`config.mk`:
```
export PLATFORM = sky130hd
export DESIGN_NAME = deadline_expiry_queue_top
export DESIGN_NICKNAME = d
export VERILOG_FILES = /design/src/hdl/deq_pkg.sv /design/src/hdl/deq_ram.sv /design/src/hdl/deq_cmp.sv /design/src/hdl/deadline_expiry_queue_top.sv
export SDC_FILE = /design/constraint.sdc
export NUM_CORES = 2
export LEC_CHECK = 0
export BUFFER_PORTS_ARGS = -buffer_cell sky130_fd_sc_hd__buf_4
export CORE_MARGIN = 10
export CORE_UTILIZATION = 60
export CTS_BUF_LIST = sky130_fd_sc_hd__clkbuf_4 sky130_fd_sc_hd__clkbuf_8
export DETAILED_ROUTE_END_ITERATION = 10
export PLACE_DENSITY = 0.76
export REMOVE_ABC_BUFFERS = 1
export SYNTH_ARGS = -nofsm -noshare
export SYNTH_HDL_FRONTEND = slang
export SYNTH_SLANG_ARGS = --single-unit
```
`constraint.sdc`:
```
create_clock -name clk -period 6 [get_ports clk]
set_input_delay 1.2 -clock clk [delete_from_list [all_inputs] [get_ports clk]]
set_output_delay 1.2 -clock clk [all_outputs]
set_load 0.05 [all_outputs]
```
`src/hdl/deq_pkg.sv`:
```
// ============================================================================
// Deadline expiry queue package
// Shared constants, payload types, codes and helpers for the deadline queue.
// ============================================================================
package deq_pkg;

  // Storage geometry.
  localparam int DEPTH     = 32;
  localparam int TIME_BITS = 32;
  localparam int AW        = (DEPTH > 1) ? $clog2(DEPTH) : 1;
  localparam int CNT_W     = $clog2(DEPTH + 1);
  localparam int CMP_W     = (CNT_W > 6) ? CNT_W : 6;
  localparam int TEXT_W    = (TIME_BITS > 32) ? TIME_BITS : 32;
  localparam int ENTRY_W   = 16 + TIME_BITS;

  // Register reset value and the hard cap on one take.
  localparam logic [5:0] CAP_RESET  = 6'd32;
  localparam logic [5:0] TAKE_LIMIT = 6'd32;

  typedef logic [TIME_BITS-1:0] time_t;

  typedef enum logic [1:0] {
    OP_INSERT = 2'd0,
    OP_ERASE  = 2'd1,
    OP_TAKE   = 2'd2,
    OP_QUERY  = 2'd3
  } op_t;

  typedef enum logic [2:0] {
    STS_OK        = 3'd0,
    STS_INVALID   = 3'd1,
    STS_DUPLICATE = 3'd2,
    STS_CAPACITY  = 3'd3,
    STS_NOT_FOUND = 3'd4
  } status_t;

  typedef enum logic [3:0] {
    S_IDLE,
    S_SCAN_RD,
    S_SCAN_CHK,
    S_DECIDE,
    S_UP_RD,
    S_UP_WR,
    S_INS_WR,
    S_DN_RD,
    S_DN_WR,
    S_TAKE_RD,
    S_TAKE_CHK,
    S_HEAD_RD,
    S_HEAD_CHK,
    S_OUT
  } state_t;

  typedef struct packed {
    logic [1:0]  opcode;
    logic [15:0] request_id;
    logic [31:0] deadline;
    logic [31:0] now;
    logic [5:0]  max_take;
  } in_item_t;

  typedef struct packed {
    logic [2:0]  status;
    logic        item_valid;
    logic [15:0] expired_id;
    logic        last;
    logic        head_expired;
    logic [5:0]  entry_count;
  } out_item_t;

  // One stored queue entry.
  typedef struct packed {
    logic [15:0] id;
    time_t       dl;
  } entry_t;

  // Result of the shared entry comparator.
  typedef struct packed {
    logic id_eq;
    logic time_le;
  } cmp_res_t;

  // Keep the low TIME_BITS bits of a 32-bit tick value.
  function automatic time_t to_time(input logic [31:0] x);
    logic [TEXT_W-1:0] w;
    w = TEXT_W'(x);
    return w[TIME_BITS-1:0];
  endfunction

endpackage

```
`src/hdl/deq_ram.sv`:
```
// ============================================================================
// Generic single-port-write RAM
// One write port and one read port, with the read data registered.
// ============================================================================
module deq_ram #(
  parameter int WIDTH = 8,
  parameter int DEPTH = 16
) (
  input  logic                                    clk,
  input  logic                                    we,
  input  logic [((DEPTH > 1) ? $clog2(DEPTH) : 1)-1:0] waddr,
  input  logic [WIDTH-1:0]                        wdata,
  input  logic [((DEPTH > 1) ? $clog2(DEPTH) : 1)-1:0] raddr,
  output logic [WIDTH-1:0]                        rdata
);

  logic [WIDTH-1:0] mem [DEPTH];

  // Write port.
  always_ff @(posedge clk) begin
    if (we) begin
      mem[waddr] <= wdata;
    end
  end

  // Registered read port.
  always_ff @(posedge clk) begin
    rdata <= mem[raddr];
  end

endmodule

```
`src/hdl/deq_cmp.sv`:
```
// ============================================================================
// Deadline queue entry comparator
// Shared unit that checks one stored entry against the id and time keys.
// ============================================================================
module deq_cmp (
  input  deq_pkg::entry_t   entry,
  input  logic [15:0]       key_id,
  input  deq_pkg::time_t    key_time,
  output deq_pkg::cmp_res_t res
);

  // Id match and "deadline not after key time" are the only tests needed.
  always_comb begin
    res.id_eq   = (entry.id == key_id);
    res.time_le = (entry.dl <= key_time);
  end

endmodule

```
`src/hdl/deadline_expiry_queue_top.sv`:
```
// Operation: a query reads the head and returns its result; insert and erase
//   scan the stored entries, then shift entries to open or close a slot.
// Take: each removed id shifts the remaining entries down and returns one result.
// Throughput: one transaction at a time; the single RAM port pair and the
//   shared comparator set the pace. in_ready is high only while idle.
// Reset: synchronous, active low; count clears to 0 and capacity_limit to 32.
// ============================================================================
// Deadline expiry queue
// Sorted deadline queue with keyed erase, held in a RAM and walked by a
// small sequencer around one shared entry comparator.
// ============================================================================
module deadline_expiry_queue_top (
  input  logic               clk,
  input  logic               rst_n,
  input  logic               in_valid,
  output logic               in_ready,
  input  deq_pkg::in_item_t  in_data,
  output logic               out_valid,
  input  logic               out_ready,
  output deq_pkg::out_item_t out_data,
  input  logic               cfg_valid,
  output logic               cfg_ready,
  input  logic [5:0]         cfg_data
);

  localparam int CNT_W = deq_pkg::CNT_W;
  localparam int AW    = deq_pkg::AW;
  localparam int CMP_W = deq_pkg::CMP_W;

  deq_pkg::state_t  state_r, state_nxt;
  deq_pkg::op_t     op_r, op_nxt;
  deq_pkg::status_t status_r, status_nxt;
  logic [15:0]      id_r, id_nxt;
  deq_pkg::time_t   dl_r, dl_nxt;
  deq_pkg::time_t   now_r, now_nxt;
  logic [5:0]       limit_r, limit_nxt;
  logic [5:0]       taken_r, taken_nxt;
  logic [CNT_W-1:0] count_r, count_nxt;
  logic [5:0]       cap_r;
  logic [CNT_W-1:0] idx_r, idx_nxt;
  logic [CNT_W-1:0] pos_r, pos_nxt;
  logic [CNT_W-1:0] ins_pos_r, ins_pos_nxt;
  logic             found_r, found_nxt;
  logic             ins_found_r, ins_found_nxt;
  logic             item_r, item_nxt;
  logic [15:0]      tid_r, tid_nxt;
  logic             more_r, more_nxt;
  deq_pkg::out_item_t out_r, out_nxt;

  logic                     ram_we;
  logic [AW-1:0]            ram_waddr;
  logic [AW-1:0]            ram_raddr;
  logic [deq_pkg::ENTRY_W-1:0] ram_wdata;
  logic [deq_pkg::ENTRY_W-1:0] ram_rdata;

  deq_pkg::entry_t   rd_entry;
  deq_pkg::entry_t   new_entry;
  deq_pkg::time_t    key_time;
  deq_pkg::cmp_res_t cmp;

  logic [CNT_W-1:0] idx_inc;
  logic [CNT_W-1:0] idx_dec;
  logic [CMP_W-1:0] count_ext;
  logic             queue_full;
  logic             hexp;

  assign rd_entry  = deq_pkg::entry_t'(ram_rdata);
  assign new_entry = '{id: id_r, dl: dl_r};
  assign idx_inc   = idx_r + CNT_W'(1);
  assign idx_dec   = idx_r - CNT_W'(1);
  assign count_ext = CMP_W'(count_r);
  assign queue_full = (count_ext >= CMP_W'(cap_r)) || (count_r >= CNT_W'(deq_pkg::DEPTH));
  assign hexp      = (count_r != '0) && cmp.time_le;

  // Entry storage.
  deq_ram #(
    .WIDTH (deq_pkg::ENTRY_W),
    .DEPTH (deq_pkg::DEPTH)
  ) u_ram (
    .clk   (clk),
    .we    (ram_we),
    .waddr (ram_waddr),
    .wdata (ram_wdata),
    .raddr (ram_raddr),
    .rdata (ram_rdata)
  );

  // The scan orders by the insert deadline; everything else tests against now.
  assign key_time = (state_r == deq_pkg::S_SCAN_CHK) ? dl_r : now_r;

  deq_cmp u_cmp (
    .entry    (rd_entry),
    .key_id   (id_r),
    .key_time (key_time),
    .res      (cmp)
  );

  // Handshake outputs.
  assign in_ready  = (state_r == deq_pkg::S_IDLE);
  assign out_valid = (state_r == deq_pkg::S_OUT);
  assign out_data  = out_r;
  assign cfg_ready = 1'b1;

  // Capacity register.
  always_ff @(posedge clk) begin
    if (!rst_n) begin
      cap_r <= deq_pkg::CAP_RESET;
    end else if (cfg_valid && cfg_ready) begin
      cap_r <= cfg_data;
    end
  end

  // Control state registers.
  always_ff @(posedge clk) begin
    if (!rst_n) begin
      state_r <= deq_pkg::S_IDLE;
      count_r <= '0;
    end else begin
      state_r <= state_nxt;
      count_r <= count_nxt;
    end
  end

  // Working registers of the current transaction.
  always_ff @(posedge clk) begin
    op_r        <= op_nxt;
    status_r    <= status_nxt;
    id_r        <= id_nxt;
    dl_r        <= dl_nxt;
    now_r       <= now_nxt;
    limit_r     <= limit_nxt;
    taken_r     <= taken_nxt;
    idx_r       <= idx_nxt;
    pos_r       <= pos_nxt;
    ins_pos_r   <= ins_pos_nxt;
    found_r     <= found_nxt;
    ins_found_r <= ins_found_nxt;
    item_r      <= item_nxt;
    tid_r       <= tid_nxt;
    more_r      <= more_nxt;
    out_r       <= out_nxt;
  end

  // Sequencer: next state, RAM control and result assembly.
  always_comb begin
    state_nxt     = state_r;
    op_nxt        = op_r;
    status_nxt    = status_r;
    id_nxt        = id_r;
    dl_nxt        = dl_r;
    now_nxt       = now_r;
    limit_nxt     = limit_r;
    taken_nxt     = taken_r;
    count_nxt     = count_r;
    idx_nxt       = idx_r;
    pos_nxt       = pos_r;
    ins_pos_nxt   = ins_pos_r;
    found_nxt     = found_r;
    ins_found_nxt = ins_found_r;
    item_nxt      = item_r;
    tid_nxt       = tid_r;
    more_nxt      = more_r;
    out_nxt       = out_r;
    ram_we        = 1'b0;
    ram_waddr     = idx_r[AW-1:0];
    ram_wdata     = ram_rdata;
    ram_raddr     = '0;

    case (state_r)
      deq_pkg::S_IDLE: begin
        if (in_valid) begin
          op_nxt        = deq_pkg::op_t'(in_data.opcode);
          id_nxt        = in_data.request_id;
          dl_nxt        = deq_pkg::to_time(in_data.deadline);
          now_nxt       = deq_pkg::to_time(in_data.now);
          limit_nxt     = (in_data.max_take > deq_pkg::TAKE_LIMIT) ?
                          deq_pkg::TAKE_LIMIT : in_data.max_take;
          taken_nxt     = '0;
          idx_nxt       = '0;
          found_nxt     = 1'b0;
          ins_found_nxt = 1'b0;
          item_nxt      = 1'b0;
          tid_nxt       = '0;
          status_nxt    = deq_pkg::STS_OK;
          case (deq_pkg::op_t'(in_data.opcode))
            deq_pkg::OP_INSERT, deq_pkg::OP_ERASE: begin
              if (in_data.request_id == '0) begin
                status_nxt = (deq_pkg::op_t'(in_data.opcode) == deq_pkg::OP_INSERT) ?
                             deq_pkg::STS_INVALID : deq_pkg::STS_NOT_FOUND;
                state_nxt  = deq_pkg::S_HEAD_RD;
              end else if (count_r == '0) begin
                state_nxt = deq_pkg::S_DECIDE;
              end else begin
                state_nxt = deq_pkg::S_SCAN_RD;
              end
            end
            deq_pkg::OP_TAKE: begin
              state_nxt = deq_pkg::S_TAKE_RD;
            end
            default: begin
              state_nxt = deq_pkg::S_HEAD_RD;
            end
          endcase
        end
      end

      // Walk the entries for an id match and the insert position.
      deq_pkg::S_SCAN_RD: begin
        ram_raddr = idx_r[AW-1:0];
        state_nxt = deq_pkg::S_SCAN_CHK;
      end

      deq_pkg::S_SCAN_CHK: begin
        if (cmp.id_eq) begin
          found_nxt = 1'b1;
          pos_nxt   = idx_r;
        end
        if ((op_r == deq_pkg::OP_INSERT) && !ins_found_r && !cmp.time_le) begin
          ins_found_nxt = 1'b1;
          ins_pos_nxt   = idx_r;
        end
        idx_nxt = idx_inc;
        if ((idx_inc == count_r) || ((op_r == deq_pkg::OP_ERASE) && cmp.id_eq)) begin
          state_nxt = deq_pkg::S_DECIDE;
        end else begin
          state_nxt = deq_pkg::S_SCAN_RD;
        end
      end

      // Settle the outcome of an insert or erase after the scan.
      deq_pkg::S_DECIDE: begin
        if (op_r == deq_pkg::OP_INSERT) begin
          if (found_r) begin
            status_nxt = deq_pkg::STS_DUPLICATE;
            state_nxt  = deq_pkg::S_HEAD_RD;
          end else if (queue_full) begin
            status_nxt = deq_pkg::STS_CAPACITY;
            state_nxt  = deq_pkg::S_HEAD_RD;
          end else begin
            pos_nxt = ins_found_r ? ins_pos_r : count_r;
            idx_nxt = count_r;
            if (count_r > pos_nxt) begin
              state_nxt = deq_pkg::S_UP_RD;
            end else begin
              state_nxt = deq_pkg::S_INS_WR;
            end
          end
        end else begin
          if (found_r) begin
            idx_nxt   = pos_r;
            state_nxt = deq_pkg::S_DN_RD;
          end else begin
            status_nxt = deq_pkg::STS_NOT_FOUND;
            state_nxt  = deq_pkg::S_HEAD_RD;
          end
        end
      end

      // Open a hole at the insert position, moving entries up by one.
      deq_pkg::S_UP_RD: begin
        ram_raddr = idx_dec[AW-1:0];
        state_nxt = deq_pkg::S_UP_WR;
      end

      deq_pkg::S_UP_WR: begin
        ram_we    = 1'b1;
        ram_waddr = idx_r[AW-1:0];
        ram_wdata = ram_rdata;
        idx_nxt   = idx_dec;
        if (idx_dec > pos_r) begin
          state_nxt = deq_pkg::S_UP_RD;
        end else begin
          state_nxt = deq_pkg::S_INS_WR;
        end
      end

      deq_pkg::S_INS_WR: begin
        ram_we    = 1'b1;
        ram_waddr = pos_r[AW-1:0];
        ram_wdata = new_entry;
        count_nxt = count_r + CNT_W'(1);
        state_nxt = deq_pkg::S_HEAD_RD;
      end

      // Close the gap at idx, moving later entries down by one.
      deq_pkg::S_DN_RD: begin
        if (idx_inc < count_r) begin
          ram_raddr = idx_inc[AW-1:0];
          state_nxt = deq_pkg::S_DN_WR;
        end else begin
          count_nxt = count_r - CNT_W'(1);
          state_nxt = deq_pkg::S_HEAD_RD;
        end
      end

      deq_pkg::S_DN_WR: begin
        ram_we    = 1'b1;
        ram_waddr = idx_r[AW-1:0];
        ram_wdata = ram_rdata;
        idx_nxt   = idx_inc;
        state_nxt = deq_pkg::S_DN_RD;
      end

      // Take: remove the head if it has expired and the limit allows.
      deq_pkg::S_TAKE_RD: begin
        ram_raddr = '0;
        state_nxt = deq_pkg::S_TAKE_CHK;
      end

      deq_pkg::S_TAKE_CHK: begin
        if ((taken_r < limit_r) && hexp) begin
          item_nxt  = 1'b1;
          tid_nxt   = rd_entry.id;
          taken_nxt = taken_r + 6'd1;
          idx_nxt   = '0;
          state_nxt = deq_pkg::S_DN_RD;
        end else begin
          item_nxt  = 1'b0;
          tid_nxt   = '0;
          state_nxt = deq_pkg::S_HEAD_RD;
        end
      end

      // Look at the head after the change and build the result.
      deq_pkg::S_HEAD_RD: begin
        ram_raddr = '0;
        state_nxt = deq_pkg::S_HEAD_CHK;
      end

      deq_pkg::S_HEAD_CHK: begin
        more_nxt = (op_r == deq_pkg::OP_TAKE) && item_r && (taken_r < limit_r) && hexp;
        out_nxt.status       = status_r;
        out_nxt.item_valid   = item_r;
        out_nxt.expired_id   = item_r ? tid_r : 16'd0;
        out_nxt.last         = !more_nxt;
        out_nxt.head_expired = hexp;
        out_nxt.entry_count  = count_ext[5:0];
        state_nxt            = deq_pkg::S_OUT;
      end

      deq_pkg::S_OUT: begin
        if (out_ready) begin
          state_nxt = more_r ? deq_pkg::S_TAKE_RD : deq_pkg::S_IDLE;
        end
      end

      default: begin
        state_nxt = deq_pkg::S_IDLE;
      end
    endcase
  end

  // The count never passes the storage depth.
  assert property (@(posedge clk) disable iff (!rst_n)
    count_r <= CNT_W'(deq_pkg::DEPTH))
    else $error("entry count exceeds depth");

  // A new item is never taken while a result is pending.
  assert property (@(posedge clk) disable iff (!rst_n)
    !(in_ready && out_valid))
    else $error("input ready while a result is pending");

  // RAM writes happen only in the shift and insert steps.
  assert property (@(posedge clk) disable iff (!rst_n)
    ram_we |-> (state_r == deq_pkg::S_UP_WR || state_r == deq_pkg::S_DN_WR ||
                state_r == deq_pkg::S_INS_WR))
    else $error("RAM write outside a write step");

  // The insert write step grows the queue by exactly one entry.
  assert property (@(posedge clk) disable iff (!rst_n)
    (state_r == deq_pkg::S_INS_WR) |=> (count_r == $past(count_r) + CNT_W'(1)))
    else $error("insert did not grow the count by one");

  // A result only leaves after the head check step.
  assert property (@(posedge clk) disable iff (!rst_n)
    $rose(out_valid) |-> ($past(state_r) == deq_pkg::S_HEAD_CHK))
    else $error("result raised without a head check");

endmodule

```
==> summary.md <==
| Metric | Value |
|---|---|
| DR WL/cell | 31.3 um |
| DRT Pass-1 Iters | 6 |
| Worst min-delay path category | in2reg |
| Remaining DRCs | 0 |
| Layout Area Growth over Synthesis | 12.2% |
| DR iter-0 viols | 6447 |
| CP required | 6.57 ns |
| Setup-failing EPs final | 0 |
| Dpl ws | 0.678 ns |
| Design area | 80300 um^2 |
| Switch share | 32.7% |
| Finished Layout Cells | 6242 |
| Top cell type's share of synthesized area | 71.3% |
| CTS buffer count | 294 |
| Post-DRT Antenna Nets | 0 |
| Average cell area after synthesis | 16.7 um^2 |
| Combinational power share | 27.5% |
| Post-Place Cells | 5737 |
| Util after Layout | 67.9% |
| Register share of total power | 44.9% |
| Sequential element share of the synthesized area | 73.1% |
| Number of gates resized after CTS | 0 |
| Critical path arrival | 6.14 ns |
| Worst hold slack | 0.405 ns |
| Multi-input gate area | 17700 um^2 |
| Fin nets | 4665 |
| Largest net degree at the start of global routing | 222 |
| Slew Limit Fails | 0 |
| Leakage | 26.0 nW |
| CTS tree | built |
| Skew final | 0.0700 ns |
| Synth warn | 0 |
| Drt total wl | 195 mm |
| Post-synth EDFFs | 1699 |
| Routed vias/inst | 6.91 |
| First-pass GRT wire length | 282 mm |
| Area after DPL | 74700 um^2 |
| RSZ-0062 raised after global routing | no |
| Clock Latency Late Sink | 0.98 ns |
| TNS Setup | 0 ns |
| P_int | 24.9 mW |
| Num rows | 126 |
| Root Driver | clkbuf_8 |
| Hold buffer count at CTS | 0 |
| Post-CTS setup buffers | 0 |
| Pwr dens | 461 nW/um^2 |
| # port buffers | 128 |
| Hold Vio Cnt, Final | 0 |
| Worst slew margin | 5.45% |
| Largest cells by area after synthesis | edfxtp_1 (71%), mux4_2 (6.0%), o211ai_1 (2.0%) |
| Min cycle time layout | 5.57 ns |
| Die X | 365 um |
| GRT Resource Usage Total | 28.9% |
| Ys flop type | edfxtp_1 |
| Fill cell count | 7473 |
| Placer congestion estimate | 0.875 |
| Initial antenna violation count | 1 |
| Setup crit end kind | flop |
| CTS clk-pin slew, worst paths | 0.06 ns |
| Clk buf depth | 4 |
| Core area | 118000 um^2 |
| Tcrit/Tclk final | 92.8% |
| Area leader, netlist | edfxtp_1 |
| Max FO, Critical Path | 14 |
| Top Ports | 130 |
| Clock sink count | 1763 |
| Max VDD drop | 0.000383 V |
| Outcome | finished clean |
| Sw power | 12.1 mW |
| Clock power share | 27.6% |
| Vias | 43100 |
| PnR worst setup slack | 0.433 ns |
| Cells after Synth | 4282 |
| Initial core utilization | 60.5% |
| H-tree depth | 5 |
| CP startpoint kind | flop |
| Fmax achieved | 180 MHz |
| Die Area | 133000 um^2 |
| Area of the mapped netlist | 71500 um^2 |
| Chip height | 365 um |
| WS Path Type | reg2reg |
| DP Wirelength | 102 mm |
| Slew @ Worst Pin | 1.42 ns |
| Synth Register Bits | 1763 |
| Final global-route overflow total | 0 |
| Layout cells sized above 1 | 21.4% |
| Asr flop ratio synth | 0% |
| Vias in the first global route | 41600 |
| Total chip power | 37.0 mW |
| Sequential Area | 52300 um^2 |
| Maxcap violations | 0 |
| Synth unique cells | 69 |
==> cells in the mapped netlist, types with 15 or more instances <==
master / instances
mux4_2: 192
edfxtp_1: 1699
clkbuf_1: 235
a21oi_1: 39
nand4_1: 15
buf_1: 38
nor2b_1: 22
and4_1: 48
a31oi_1: 98
nor4b_1: 99
xnor2_1: 29
nor2_1: 57
o21ai_0: 233
o22a_1: 47
inv_1: 136
a21o_1: 16
buf_2: 32
o211ai_1: 194
ha_1: 68
o32a_1: 94
mux2i_1: 95
and2_1: 38
dfxtp_1: 64
nand3_1: 15
o32ai_1: 100
mux2_2: 50
nand2_1: 344
a32oi_1: 47
==> flip-flops by register name, summed over array words and instances (netlist names), 16 cells and up <==
name	flops
u_ram.rdata	48
id_r	16
now_r	32
tid_r	16
out_data	28
dl_r	32
u_ram.mem	1536
==> metal layers <==
metal	wire length, um	track usage, %	part of all wire [%]	vias to the layer above
li1	-	-	-	17800
met1	71000	40.0	36	21500
met2	89200	43.6	46	3301
met3	26200	7.48	13	540
met4	8930	12.9	4.6	5
met5	99	0.508	0.051	-
==> cell usage in the layout (no fill, tap or decap), types with 9 or more instances in the layout <==
cell type	count
a21o_1	16
a21oi_1	39
a31oi_1	98
a32oi_1	47
and2_1	38
and4_1	48
buf_12	32
buf_4	210
clkbuf_4	115
clkbuf_8	315
clkinv_1	34
clkinv_2	23
clkinvlp_4	9
dfxtp_1	63
edfxtp_1	1699
ha_1	68
inv_1	135
mux2_2	50
mux2i_1	95
mux4_2	192
nand2_1	344
nand2b_1	12
nand3_1	13
nand4_1	15
nor2_1	24
nor2_4	33
nor2b_1	22
nor3_1	9
nor4_1	11
nor4b_1	97
o211ai_1	194
o21ai_0	232
o22a_1	47
o32a_1	94
o32ai_1	100
xnor2_1	29
==> power groups by stage <==
stage          clock network (mW)  logic [mW]  registers [mW]
3_3_place_gp                    0        9.69            16.8
2_1_floorplan                   0        8.00            16.7
4_1_cts                      10.3        9.99            16.6
6_report                     10.2        10.2            16.6
3_5_place_dp                    0        9.94            16.8
5_1_grt                      10.9        10.8            16.6
==> critical path, cell delays in order (launching register included) <==
cell and delay [ns]:
dfxtp_1 0.31, nand2b_1 0.17, or3_1 0.36, inv_2 0.49, buf_4 0.38, mux2i_1 0.12
ha_1 0.31, nand4_1 0.16, nor4_1 0.59, nand2_1 0.16, a22oi_1 0.63, nand2b_1 0.20
or3b_2 0.62, o21ai_0 0.67
==> worst paths after layout <==
| check | from | endpoint | slack [ns] | cells after the start |
|---|---|---|---|---|
| max | state_r[2] | taken_r[4] | 0.43 | 13 |
| min | in_data[80] | id_r[10] | 0.41 | 1 |
| max reg2reg | state_r[2] | taken_r[4] | 0.43 | 13 |
| min reg2reg | status_r[0] | out_data[25] | 0.44 | 0 |
==> final cells by class <==
| class | instances | share of cell area, % |
|---|---|---|
| flip-flops and latches | 1763 | 65.1 |
| multi-input cells | 2059 | 22.0 |
| clock buffers | 430 | 6.48 |
| repair buffers | 242 | 2.76 |
| well taps | 1536 | 2.39 |
| inverters | 137 | 0.644 |
| clock inverters | 73 | 0.525 |
| diodes | 2 | 0.00623 |
==> kinds of logic after synthesis <==
| logic type | share of synthesized area (%) |
|---|---|
| adders and majority gates | 1.22 |
| and+or+nand+nor | 5.23 |
| AOI/OAI and AO/OA | 9.22 |
| xor gates and xnor gates | 0.428 |
| DFF | 73.1 |
| muxes | 8.16 |
| buffers and inverters | 2.63 |
| other | 0.00524 |
Note: power is estimated with default switching activity, not from simulation.
